<file path="src/design/usan_pkg.sv">
// ----------------------------------------------------------------------------
// usan_pkg
// Shared types and constants for the URL path sanitizer.
// ----------------------------------------------------------------------------
package usan_pkg;

    localparam int CFG_IDX_W  = 3;
    localparam int CFG_DATA_W = 64;
    localparam int ROOT_LEN_W = 6;

    localparam logic [CFG_IDX_W-1:0] REG_ROOT_LENGTH = 3'd0;
    localparam logic [CFG_IDX_W-1:0] REG_ROOT_WORD_0 = 3'd1;

    localparam logic [7:0] C_SLASH   = 8'h2F;
    localparam logic [7:0] C_DOT     = 8'h2E;
    localparam logic [7:0] C_SAFE_LO = 8'h21;
    localparam logic [7:0] C_SAFE_HI = 8'h7E;

    localparam logic [1:0] RSN_OK      = 2'd0;
    localparam logic [1:0] RSN_UNSAFE  = 2'd1;
    localparam logic [1:0] RSN_DOTDOT  = 2'd2;
    localparam logic [1:0] RSN_OUTSIDE = 2'd3;

    typedef struct packed {
        logic [7:0] path_char;
        logic       no_char;
        logic       last_char;
    } t_item;

endpackage

</file>
<file path="src/design/url_path_sanitizer.sv">
// ----------------------------------------------------------------------------
// url_path_sanitizer
// Streams a request path one byte per item and gives one accept or reject
// verdict on the last item, checking the normalized path against a root.
//
//   Port group   Direction  Handshake                 Payload
//   input        in         i_in_valid / o_in_stall   path_char, no_char, last_char
//   output       out        o_out_valid / i_out_stall path_ok, reject_reason
//   config       in         i_cfg_we                  i_cfg_index, i_cfg_data
//
// One item is taken every clock unless o_in_stall is high; the verdict of the last
// item passes the input register and then the result register before it appears.
// Reset restores the root to "/" and clears the path state.
// While a verdict waits under stall, non-final items keep flowing; a final
// item waits in the input register until the result register frees up.
// ----------------------------------------------------------------------------
module url_path_sanitizer #(
    parameter int ROOT_MAX_BYTES = 32
) (
    input  logic                             i_clk,
    input  logic                             i_rst_n,
    input  logic                             i_in_valid,
    output logic                             o_in_stall,
    input  logic [7:0]                       i_path_char,
    input  logic                             i_no_char,
    input  logic                             i_last_char,
    output logic                             o_out_valid,
    input  logic                             i_out_stall,
    output logic                             o_path_ok,
    output logic [1:0]                       o_reject_reason,
    input  logic                             i_cfg_we,
    input  logic [usan_pkg::CFG_IDX_W-1:0]   i_cfg_index,
    input  logic [usan_pkg::CFG_DATA_W-1:0]  i_cfg_data
);
    import usan_pkg::*;

    localparam int CW = $clog2(ROOT_MAX_BYTES + 2);

    logic [ROOT_LEN_W-1:0]             r_root_len;
    logic [ROOT_MAX_BYTES-1:0][7:0]    r_root;
    logic [CW-1:0]                     eff_len;

    t_item      r_item;
    logic       r_item_valid;
    logic       s1_fire;
    logic       in_accept;
    logic       out_take;
    logic [1:0] reason;
    logic       r_out_valid;
    logic       r_path_ok;
    logic [1:0] r_reason;

    always_ff @(posedge i_clk) begin
        if (!i_rst_n) begin
            r_root_len <= ROOT_LEN_W'(1);
        end else if (i_cfg_we && i_cfg_index == REG_ROOT_LENGTH) begin
            r_root_len <= i_cfg_data[ROOT_LEN_W-1:0];
        end
    end

    for (genvar g = 0; g < ROOT_MAX_BYTES; g++) begin : g_root
        localparam int WORD = g / 8;
        localparam int LANE = g % 8;
        localparam logic [7:0] RESET_VAL = (g == 0) ? C_SLASH : 8'h00;

        always_ff @(posedge i_clk) begin
            if (!i_rst_n) begin
                r_root[g] <= RESET_VAL;
            end else if (i_cfg_we &&
                         i_cfg_index == REG_ROOT_WORD_0 + CFG_IDX_W'(WORD)) begin
                r_root[g] <= i_cfg_data[LANE*8 +: 8];
            end
        end
    end

    assign eff_len = (r_root_len > ROOT_LEN_W'(ROOT_MAX_BYTES)) ?
                     CW'(ROOT_MAX_BYTES) : r_root_len[CW-1:0];

    assign s1_fire    = r_item_valid &&
                        (!r_item.last_char || !r_out_valid || !i_out_stall);
    assign o_in_stall = r_item_valid && !s1_fire;
    assign in_accept  = i_in_valid && !o_in_stall;
    assign out_take   = r_out_valid && !i_out_stall;

    always_ff @(posedge i_clk) begin
        if (!i_rst_n) begin
            r_item_valid <= 1'b0;
        end else if (in_accept) begin
            r_item_valid <= 1'b1;
        end else if (s1_fire) begin
            r_item_valid <= 1'b0;
        end
    end

    always_ff @(posedge i_clk) begin
        if (in_accept) begin
            r_item.path_char <= i_path_char;
            r_item.no_char   <= i_no_char;
            r_item.last_char <= i_last_char;
        end
    end

    usan_norm #(
        .ROOT_MAX_BYTES (ROOT_MAX_BYTES),
        .CW             (CW)
    ) u_norm (
        .i_clk      (i_clk),
        .i_rst_n    (i_rst_n),
        .i_step     (s1_fire),
        .i_item     (r_item),
        .i_root_len (eff_len),
        .i_root     (r_root),
        .o_reason   (reason)
    );

    always_ff @(posedge i_clk) begin
        if (!i_rst_n) begin
            r_out_valid <= 1'b0;
        end else if (s1_fire && r_item.last_char) begin
            r_out_valid <= 1'b1;
        end else if (out_take) begin
            r_out_valid <= 1'b0;
        end
    end

    always_ff @(posedge i_clk) begin
        if (s1_fire && r_item.last_char) begin
            r_path_ok <= (reason == RSN_OK);
            r_reason  <= reason;
        end
    end

    assign o_out_valid     = r_out_valid;
    assign o_path_ok       = r_path_ok;
    assign o_reject_reason = r_reason;

endmodule

</file>
<file path="src/design/usan_norm.sv">
// ----------------------------------------------------------------------------
// usan_norm
// Running path state: normalizes one byte per step, compares the normalized
// bytes with the document root and forms the verdict on the last item.
// ----------------------------------------------------------------------------
module usan_norm #(
    parameter int ROOT_MAX_BYTES = 32,
    parameter int CW             = $clog2(ROOT_MAX_BYTES + 2)
) (
    input  logic                                i_clk,
    input  logic                                i_rst_n,
    input  logic                                i_step,
    input  usan_pkg::t_item                     i_item,
    input  logic [CW-1:0]                       i_root_len,
    input  logic [ROOT_MAX_BYTES-1:0][7:0]      i_root,
    output logic [1:0]                          o_reason
);
    import usan_pkg::*;

    localparam int IW = $clog2(ROOT_MAX_BYTES);

    typedef struct packed {
        logic [CW-1:0] cnt;
        logic          mismatch;
        logic          boundary;
    } t_cmp;

    function automatic t_cmp f_emit(input t_cmp s, input logic [7:0] c,
                                    input logic [CW-1:0] len,
                                    input logic [ROOT_MAX_BYTES-1:0][7:0] root);
        t_cmp v;
        v = s;
        if (s.cnt < len) begin
            if (root[s.cnt[IW-1:0]] != c) begin
                v.mismatch = 1'b1;
            end
        end else if (s.cnt == len) begin
            v.boundary = (c == C_SLASH);
        end
        if (s.cnt <= len) begin
            v.cnt = s.cnt + CW'(1);
        end
        return v;
    endfunction

    logic       r_at_start, n_at_start, s_at_start;
    logic [1:0] r_seg_len, n_seg_len, s_seg_len;
    logic       r_only_dots, n_only_dots, s_only_dots;
    logic       r_dot_held, n_dot_held, s_dot_held;
    logic       r_seg_emitted, n_seg_emitted, s_seg_emitted;
    logic       r_unsafe, n_unsafe, s_unsafe;
    logic       r_dotdot, n_dotdot, s_dotdot;
    t_cmp       r_cmp, n_cmp, s_cmp;
    logic [7:0] c;
    logic       fin_dotdot;

    always_comb begin
        c             = i_item.path_char;
        s_at_start    = r_at_start;
        s_seg_len     = r_seg_len;
        s_only_dots   = r_only_dots;
        s_dot_held    = r_dot_held;
        s_seg_emitted = r_seg_emitted;
        s_unsafe      = r_unsafe;
        s_dotdot      = r_dotdot;
        s_cmp         = r_cmp;

        if (!i_item.no_char) begin
            if (c < C_SAFE_LO || c > C_SAFE_HI) begin
                s_unsafe = 1'b1;
            end
            if (c == C_SLASH) begin
                if (s_at_start) begin
                    s_cmp = f_emit(s_cmp, C_SLASH, i_root_len, i_root);
                end
                if (s_seg_len == 2'd2 && s_only_dots) begin
                    s_dotdot = 1'b1;
                end
                s_seg_len   = 2'd0;
                s_only_dots = 1'b1;
                s_dot_held  = 1'b0;
            end else begin
                if (s_seg_len == 2'd0) begin
                    if (c == C_DOT) begin
                        s_dot_held = 1'b1;
                    end else begin
                        if (s_seg_emitted) begin
                            s_cmp = f_emit(s_cmp, C_SLASH, i_root_len, i_root);
                        end
                        s_cmp         = f_emit(s_cmp, c, i_root_len, i_root);
                        s_seg_emitted = 1'b1;
                    end
                end else if (s_seg_len == 2'd1 && s_dot_held) begin
                    if (s_seg_emitted) begin
                        s_cmp = f_emit(s_cmp, C_SLASH, i_root_len, i_root);
                    end
                    s_cmp         = f_emit(s_cmp, C_DOT, i_root_len, i_root);
                    s_cmp         = f_emit(s_cmp, c, i_root_len, i_root);
                    s_seg_emitted = 1'b1;
                    s_dot_held    = 1'b0;
                end else begin
                    s_cmp = f_emit(s_cmp, c, i_root_len, i_root);
                end
                if (s_seg_len != 2'd3) begin
                    s_seg_len = s_seg_len + 2'd1;
                end
                if (c != C_DOT) begin
                    s_only_dots = 1'b0;
                end
            end
            s_at_start = 1'b0;
        end

        fin_dotdot = s_dotdot || (s_seg_len == 2'd2 && s_only_dots);

        if (s_unsafe) begin
            o_reason = RSN_UNSAFE;
        end else if (fin_dotdot) begin
            o_reason = RSN_DOTDOT;
        end else if (i_root_len == '0) begin
            o_reason = RSN_OUTSIDE;
        end else if (i_root_len == CW'(1) && i_root[0] == C_SLASH) begin
            o_reason = RSN_OK;
        end else if (s_cmp.cnt < i_root_len || s_cmp.mismatch) begin
            o_reason = RSN_OUTSIDE;
        end else if (s_cmp.cnt == i_root_len || s_cmp.boundary) begin
            o_reason = RSN_OK;
        end else begin
            o_reason = RSN_OUTSIDE;
        end

        if (i_item.last_char) begin
            n_at_start    = 1'b1;
            n_seg_len     = 2'd0;
            n_only_dots   = 1'b1;
            n_dot_held    = 1'b0;
            n_seg_emitted = 1'b0;
            n_unsafe      = 1'b0;
            n_dotdot      = 1'b0;
            n_cmp         = '0;
        end else begin
            n_at_start    = s_at_start;
            n_seg_len     = s_seg_len;
            n_only_dots   = s_only_dots;
            n_dot_held    = s_dot_held;
            n_seg_emitted = s_seg_emitted;
            n_unsafe      = s_unsafe;
            n_dotdot      = s_dotdot;
            n_cmp         = s_cmp;
        end
    end

    always_ff @(posedge i_clk) begin
        if (!i_rst_n) begin
            r_at_start    <= 1'b1;
            r_seg_len     <= 2'd0;
            r_only_dots   <= 1'b1;
            r_dot_held    <= 1'b0;
            r_seg_emitted <= 1'b0;
            r_unsafe      <= 1'b0;
            r_dotdot      <= 1'b0;
            r_cmp         <= '0;
        end else if (i_step) begin
            r_at_start    <= n_at_start;
            r_seg_len     <= n_seg_len;
            r_only_dots   <= n_only_dots;
            r_dot_held    <= n_dot_held;
            r_seg_emitted <= n_seg_emitted;
            r_unsafe      <= n_unsafe;
            r_dotdot      <= n_dotdot;
            r_cmp         <= n_cmp;
        end
    end

endmodule
</file>
<file path="config.mk">
export PLATFORM = sky130hd
export DESIGN_NAME = url_path_sanitizer
export DESIGN_NICKNAME = d
export VERILOG_FILES = /design/src/design/usan_pkg.sv /design/src/design/url_path_sanitizer.sv /design/src/design/usan_norm.sv
export SDC_FILE = /design/constraint.sdc
export NUM_CORES = 1
export LEC_CHECK = 0
export BUFFER_PORTS_ARGS = -buffer_cell sky130_fd_sc_hd__buf_2
export CAP_MARGIN = 20
export CORE_MARGIN = 2
export CORE_UTILIZATION = 60
export DETAILED_ROUTE_END_ITERATION = 10
export HOLD_SLACK_MARGIN = 0.15
export PLACE_DENSITY = 0.87
export SKIP_CTS_REPAIR_TIMING = 1
export SLEW_MARGIN = 40
export SYNTH_ARGS = -nofsm -noshare
export SYNTH_HDL_FRONTEND = slang
export SYNTH_HIERARCHICAL = 1
export SYNTH_SLANG_ARGS = --single-unit
</file>
<file path="constraint.sdc">
create_clock -name i_clk -period 11.1 [get_ports i_clk]
set_input_delay 0.555 -clock i_clk [delete_from_list [all_inputs] [get_ports i_clk]]
set_output_delay 0.555 -clock i_clk [all_outputs]
set_load 0.01 [all_outputs]
</file>
# Yosys cells after proc, flatten, opt, wreduce, memory -nomap -nowiden
# Cells that the tools add are included.
# Widths: inputs -> output; s select.
word_totals:
  input_bits: 82
  elab_cells: 226
  out_inout_bits: 5
  ff_bits: 293
op_classes:
  eq_ne: 27
  n_lt_le_gt_ge: 16
  muxes: 92
  reduce_logical: 36
  addsub: 5
ops:
  columns: ["operator", "n"]
  rows:
  - ["$bmux 8 s5", 4]
  - ["$mux 8", 20]
  - ["$mux 6", 9]
  - ["$mux 1", 49]
  - ["$eq 6x6->1", 5]
  - ["$lt 6x6->1", 5]
  - ["$add 6x1->6 const B", 4]
  - ["$eq 8x6->1 const B", 3]
  - ["$le 6x6->1", 4]
  - ["$lt 5x6->1 const B", 4]
  - ["$ne 8x6->1 const B", 3]
  - ["$ne 8x8->1", 3]
  - ["$mux 2", 10]
  - ["$logic_and 1x1->1", 14]
  - ["$gt 8x7->1 const B", 1]
  - ["$lt 8x6->1 const B", 1]
  - ["$eq 3x2->1 const B", 2]
  - ["$eq 6x1->1 const B", 1]
  - ["$gt 6x6->1 const B", 1]
  - ["$logic_not 6->1", 1]
  - ["$logic_or 1x1->1", 6]
  - ["$ne 2x2->1 const B", 3]
  - ["$logic_not 1->1", 5]
  - ["$reduce_and 5->1", 1]
  - ["other kinds (14)", 17]

# Longest topological paths before layout
logic_depth:
  ltp_word: 34
  ltp_mapped: 43

# Cells and area by module
# Netlist, hierarchy kept.
modules_own_cells:
  columns: ["mod", "cells_per_inst", "area_each_um2", "n_inst"]
  rows:
  - ["usan_norm", 1482, 10921.7, 1]
  - ["url_path_sanitizer", 958, 10114.7, 1]

# Worst setup path before layout
# Ideal clock, no wire load.
synth_path:
  path_kind: "register to register"
  start: "register u_norm/r_cmp[2] (netlist name)"
  end: "register r_reason[1] (netlist: o_reject_reason[1]) (data pin)"
  t_arrival_ps: 7991
  t_required_ps: 10822
  setup_slack_ps: 2831
  setup_ps: 278
  stages_incl_launch_ff: 41
  path_buffers: 9
  path_cell_list: "dfxtp_1 -> inv_2 -> clkbuf_1 -> clkbuf_1 -> ha_1 -> nand2_1 -> nor2_1 -> clkbuf_1 -> a211oi_1 -> nor3_2 -> inv_2 -> clkbuf_1 -> buf_2 -> buf_2 -> ha_1 -> a21oi_1 -> a21oi_1 -> o21a_1 -> (+5 left out) -> ha_1 -> nor2b_1 -> o21a_1 -> o21a_1 -> o21a_1 -> o21a_1 -> o32ai_1 -> nand4_1 -> nor3_1 -> xnor2_1 -> mux2i_1 -> o221ai_1 -> o21ai_1 -> ha_1 -> and4_1 -> o21ai_0 -> a311oi_1 -> a31oi_1"
synth_between:
  elab_chain_len: 28
  word_cells_on_any_way: 82
  classes_between: "add/sub: 4; order compare: 9; eq/ne: 10; mux: 57; reduce/logical: 2"
synth_rtl:
  columns: ["element", "line", "source"]
  rows:
  - ["start: declaration", "usan_norm.sv:53", "t_cmp r_cmp, n_cmp, s_cmp;"]
  - ["start signal: assignment", "usan_norm.sv:171", "r_cmp <= n_cmp;"]
  - ["$add 6x1->6 or $le 6x6->1 (tied branches)", "usan_norm.sv:41, usan_norm.sv:40", null]
  - ["$mux 6", "usan_norm.sv:40", "if (s.cnt <= len) begin"]
  - ["$mux 8", "usan_norm.sv:87, usan_norm.sv:94", null]
  - ["$mux 8", "usan_norm.sv:93", "end else if (s_seg_len == 2'd1 && s_dot_held) begin"]
  - ["$mux 8", "usan_norm.sv:83", "if (s_seg_len == 2'd0) begin"]
  - ["$mux 8", "usan_norm.sv:72", "if (c == C_SLASH) begin"]
  - ["$mux 8", "usan_norm.sv:68", "if (!i_item.no_char) begin"]
  - ["$add 6x1->6 or $le 6x6->1 (tied branches)", "usan_norm.sv:41, usan_norm.sv:40", null]
  - ["(+13 left out)", null, null]
  - ["$mux 8 (*)", "usan_norm.sv:68", null]
  - ["branches (longest 1 deep; another with $lt 6x6->1)", null, null]
  - ["$mux 2 (*)", "usan_norm.sv:124", "end else if (s_cmp.cnt < i_root_len || s_cmp.mismatch) begin"]
  - ["$mux 2 (*)", "usan_norm.sv:122", "end else if (i_root_len == CW'(1) && i_root[0] == C_SLASH) begin"]
  - ["$mux 2 (*)", "usan_norm.sv:120", "end else if (i_root_len == '0) begin"]
  - ["$mux 2 (*)", "usan_norm.sv:118", "end else if (fin_dotdot) begin"]
  - ["$mux 2 (*)", "usan_norm.sv:116", "if (s_unsafe) begin"]
  - ["net reason[1]", "url_path_sanitizer.sv:48", "logic [1:0] reason;"]
  - ["end signal: assignment", "url_path_sanitizer.sv:129", "r_reason <= reason;"]
  - ["end: declaration", "url_path_sanitizer.sv:51", "logic [1:0] r_reason;"]
# Mark *: on every way through the listed nets, which the timed path passes. The select of a mux whose other input is x is not followed.
# A chain may end at the register's enable or synchronous reset.

# Final worst setup path
layout_path:
  start: "register r_root_len[5]"
  end: "register r_reason[1] (netlist: o_reject_reason[1]) (data pin)"
layout_between:
  elab_chain_len: 30
  word_cells_on_any_way: 80
  classes_between: "add/sub: 3; order compare: 10; eq/ne: 9; mux: 54; reduce/logical: 4"
layout_rtl:
  columns: ["element", "line", "source"]
  rows:
  - ["start: declaration", "url_path_sanitizer.sv:39", "logic [ROOT_LEN_W-1:0] r_root_len;"]
  - ["start signal: assignment", "url_path_sanitizer.sv:57", "r_root_len <= i_cfg_data[ROOT_LEN_W-1:0];"]
  - ["$gt 6x6->1", "url_path_sanitizer.sv:76", "assign eff_len = (r_root_len > ROOT_LEN_W'(ROOT_MAX_BYTES)) ?"]
  - ["$mux 6 (*)", "url_path_sanitizer.sv:76", null]
  - ["branches (longest 25 deep; another with $le 6x6->1)", null, null]
  - ["$mux 2 (*)", "usan_norm.sv:120", null]
  - ["$mux 2 (*)", "usan_norm.sv:118", null]
  - ["$mux 2 (*)", "usan_norm.sv:116", null]
  - ["net reason[1]", "url_path_sanitizer.sv:48", null]
# Marked as above.

==> metrics <==
Tot Pwr=between 2 and 3 mW; post-detailed-route count of antenna-violating nets=0; sequential area share after synthesis=28.5%; largest cells by area after synthesis=dfxtp_1 (27%), mux2i_1 (19%), nand2_1 (9.5%); number of synthesized flops with an enable pin=13; Final Instance Area=22700 um2; Reg2Reg Capture Point=o_reject_reason[1]$_DFFE_PP_; Clock Root Buffer=clkbuf_16; CTS tree=done; Area after DPL=between 20000 and 25000 um2; status=complete, no violations; post-synthesis cell count=2440; Critical Path AT=just under 10000 ps; DR vias/cell=7.20; Initial Util=60.9%; I/O Buffers=86; Worst Setup EP=o_reject_reason[1]$_DFFE_PP_; Seq cells post-synth=293; Syn Area/Cell=about 8.6 um2; ANT cells=0; cell taking the most area after synthesis=dfxtp_1; layout cells sized above 1=between 10% and 20%; Chip Width=191 um; Worst R2R Setup Slack=1790 ps; GRT overflow=0; clk sinks=293; RSZ-0062 raised after global routing=false; Mapped Nets=between 2k and 3k; Slowest cell on crit path=a21oi_1; Main synth FF type=dfxtp_1; Clk pin slew, worst setup/hold paths=60 ps; fin crit period=9310 ps; H-tree depth=1; Post-Route WL=83000 um; worst setup path start=r_root_len[5]$_SDFFE_PN0P_; row cnt=68; clock skew=roughly 32 ps; Worst Path Required=11410 ps; Rel. slew slack=34.5%; setup TNS=0 ps; Worst Tran Pin Value=982 ps; total number of vias=20.8k; Core ar.=roughly 35000 um2; Die Height=191 um; Max-cap violations=0; area grow syn2layout=7.81%; Crit. End Element=flip-flop; share of the synthesized area in the top cell type=26.6%; Synth Cell Area=21000 um2; DRT iter0 DRCs=3142; Routed WL per cell=28.7 um; vias in the first global route=between 15k and 20k; die area=36600 um2; pwr/cell area=122 nW/um2; Yosys cell types=88; I/O pins=87; fin crit share=83.9%; Final #Nets=~2.5k; setup violators final=0; drt first pass iters=8; maximum fanout along the worst path=37; DP HPWL=around 60000 um; worst setup path category=reg -> reg; Final Max Tran Viols=0; gp weighted congestion=1.02; CTS Buf Count=30; R2R depth=31; Max Clk Rate=0.107 GHz; total track usage=44.2%; Peak VDD IR=0.137 mV; static leakage=approximately 8.7 nW; async set-reset flop share out of synthesis=0%; largest net degree at the start of global routing=99; Yosys warnings=6; clk_lat worst skew=610 ps; initial antenna violation count=4; Startpoint Class=flip-flop; first-pass GRT wire length=121000 um; DRC violations left=0; HP Class=in -> reg; CP peak stage delay=between 600 and 700 ps; CTS Buffer Depth=3; Fin. Hold Viols=0; Worst R2R Start=r_root_len[5]$_SDFFE_PN0P_
power by group:
group / total, mW / switching [mW] / internal (mW) / leakage (nW)
combinational: 0.590 / 0.375 / 0.215 / 5.79
clock: 1.04 / 0.459 / 0.585 / 0.501
sequential: 1.13 / 0.0403 / 1.09 / 2.39
per-stage QoR:
stage	utilization [%]	std cells	worst slack [ps]	hold slack [ps]
floorplan	-	2440	2830	434
global placement	62.1	2821	2480	443
detailed placement	62.3	2822	2160	454
CTS	65.3	2877	2090	123
global route	65.7	2887	1270	202
finish	65.7	2887	1790	204
logic make-up after synthesis:
family	synth area share (%)
AO/OA/AOI/OAI	15.6
multiplexers	28.6
adder cells (fa/ha/maj)	1.61
AND/OR/NAND/NOR	18.5
buffers and inverters	5.38
flip-flops	28.5
XOR/XNOR	1.82
cells in the mapped netlist (9+ instances only):
master / count
nor2_1: 78
o21a_1: 12
a22oi_1: 13
a21o_1: 12
dfxtp_1: 280
a21boi_0: 9
mux4_2: 88
clkbuf_1: 113
o21ai_0: 52
nand2_1: 532
a21oi_1: 109
inv_2: 9
a311oi_1: 9
buf_6: 10
inv_1: 25
o221ai_1: 24
ha_1: 27
nor4_1: 17
buf_1: 17
mux2i_1: 394
and2_1: 15
a221oi_1: 31
buf_2: 34
buf_4: 29
nor3_1: 39
o22ai_1: 43
nand3_1: 66
and3_1: 22
edfxtp_1: 13
xnor2_1: 34
nor2b_1: 41
a31oi_1: 39
a211oi_1: 26
nand4_1: 21
layout make-up:
class,instances,area [um2]
inverters,37,146
well taps,455,569
multi-input cells,1907,14000
clock inverters,14,148
clock buffers,41,882
fillers,2854,11900
flip-flops and latches,293,6000
repair buffers,140,926
metal layers:
layer  track usage (%)  vias up  part of all wire, %
li1                  -     8948                    -
met1              58.2     9865                   38
met2              67.1     1541                   43
met3              11.2      428                   12
met4              22.6        4                  6.6
met5                 0        -                0.040
registers in the layout (all words and copies together) (netlist names):
register,count
r_root,256
r_item,10
u_norm/r_cmp,8
r_root_len,6
o_reject_reason,2
u_norm/r_seg_len,2
o_out_valid,1
o_path_ok,1
r_item_valid,1
u_norm/r_at_start,1
u_norm/r_dot_held,1
u_norm/r_dotdot,1
u_norm/r_only_dots,1
u_norm/r_seg_emitted,1
u_norm/r_unsafe,1
cells in the final DEF (no fill, tap or decap), drive strengths merged, types with 9 or more instances in the layout:
| cell | instances |
|---|---|
| a211oi | 26 |
| a21boi | 9 |
| a21o | 12 |
| a21oi | 109 |
| a221oi | 31 |
| a22oi | 14 |
| a311oi | 9 |
| a31oi | 39 |
| and2 | 15 |
| and3 | 22 |
| buf | 130 |
| clkbuf | 41 |
| dfxtp | 280 |
| dlygate4sd3 | 10 |
| edfxtp | 13 |
| ha | 27 |
| inv | 40 |
| mux2i | 394 |
| mux4 | 88 |
| nand2 | 533 |
| nand3 | 67 |
| nand4 | 21 |
| nor2 | 79 |
| nor2b | 41 |
| nor3 | 41 |
| nor4 | 17 |
| o21a | 12 |
| o21ai | 62 |
| o221ai | 24 |
| o22ai | 43 |
| xnor2 | 36 |
worst max-delay path, delay by kind of cell, from the launching register on:
family          cells  cell delay [ps]
compound gates     15             3760
xor+xnor            2              340
fa+ha+maj           4             1580
buf+inv             3             1120
flops               1              460
mux                 1               90
simple gates        6             1650
how the worst min path moves through the flow:
stage | start | endpoint | slack (ps) | cells past startpoint
3_3_place_gp | r_root_len[2]$_SDFFE_PN0P_ | r_root_len[2]$_SDFFE_PN0P_ | 440 | 2
2_1_floorplan | r_root_len[1]$_SDFFE_PN0P_ | r_root_len[1]$_SDFFE_PN0P_ | 430 | 2
5_1_grt | i_in_valid | r_item_valid$_SDFFE_PN0P_ | 200 | 2
3_5_place_dp | r_root_len[2]$_SDFFE_PN0P_ | r_root_len[2]$_SDFFE_PN0P_ | 450 | 2
6_report | i_in_valid | r_item_valid$_SDFFE_PN0P_ | 200 | 2
4_1_cts | i_path_char[2] | r_item[4]$_DFFE_PP_ | 120 | 1
Power figures use the tool's default switching activity.
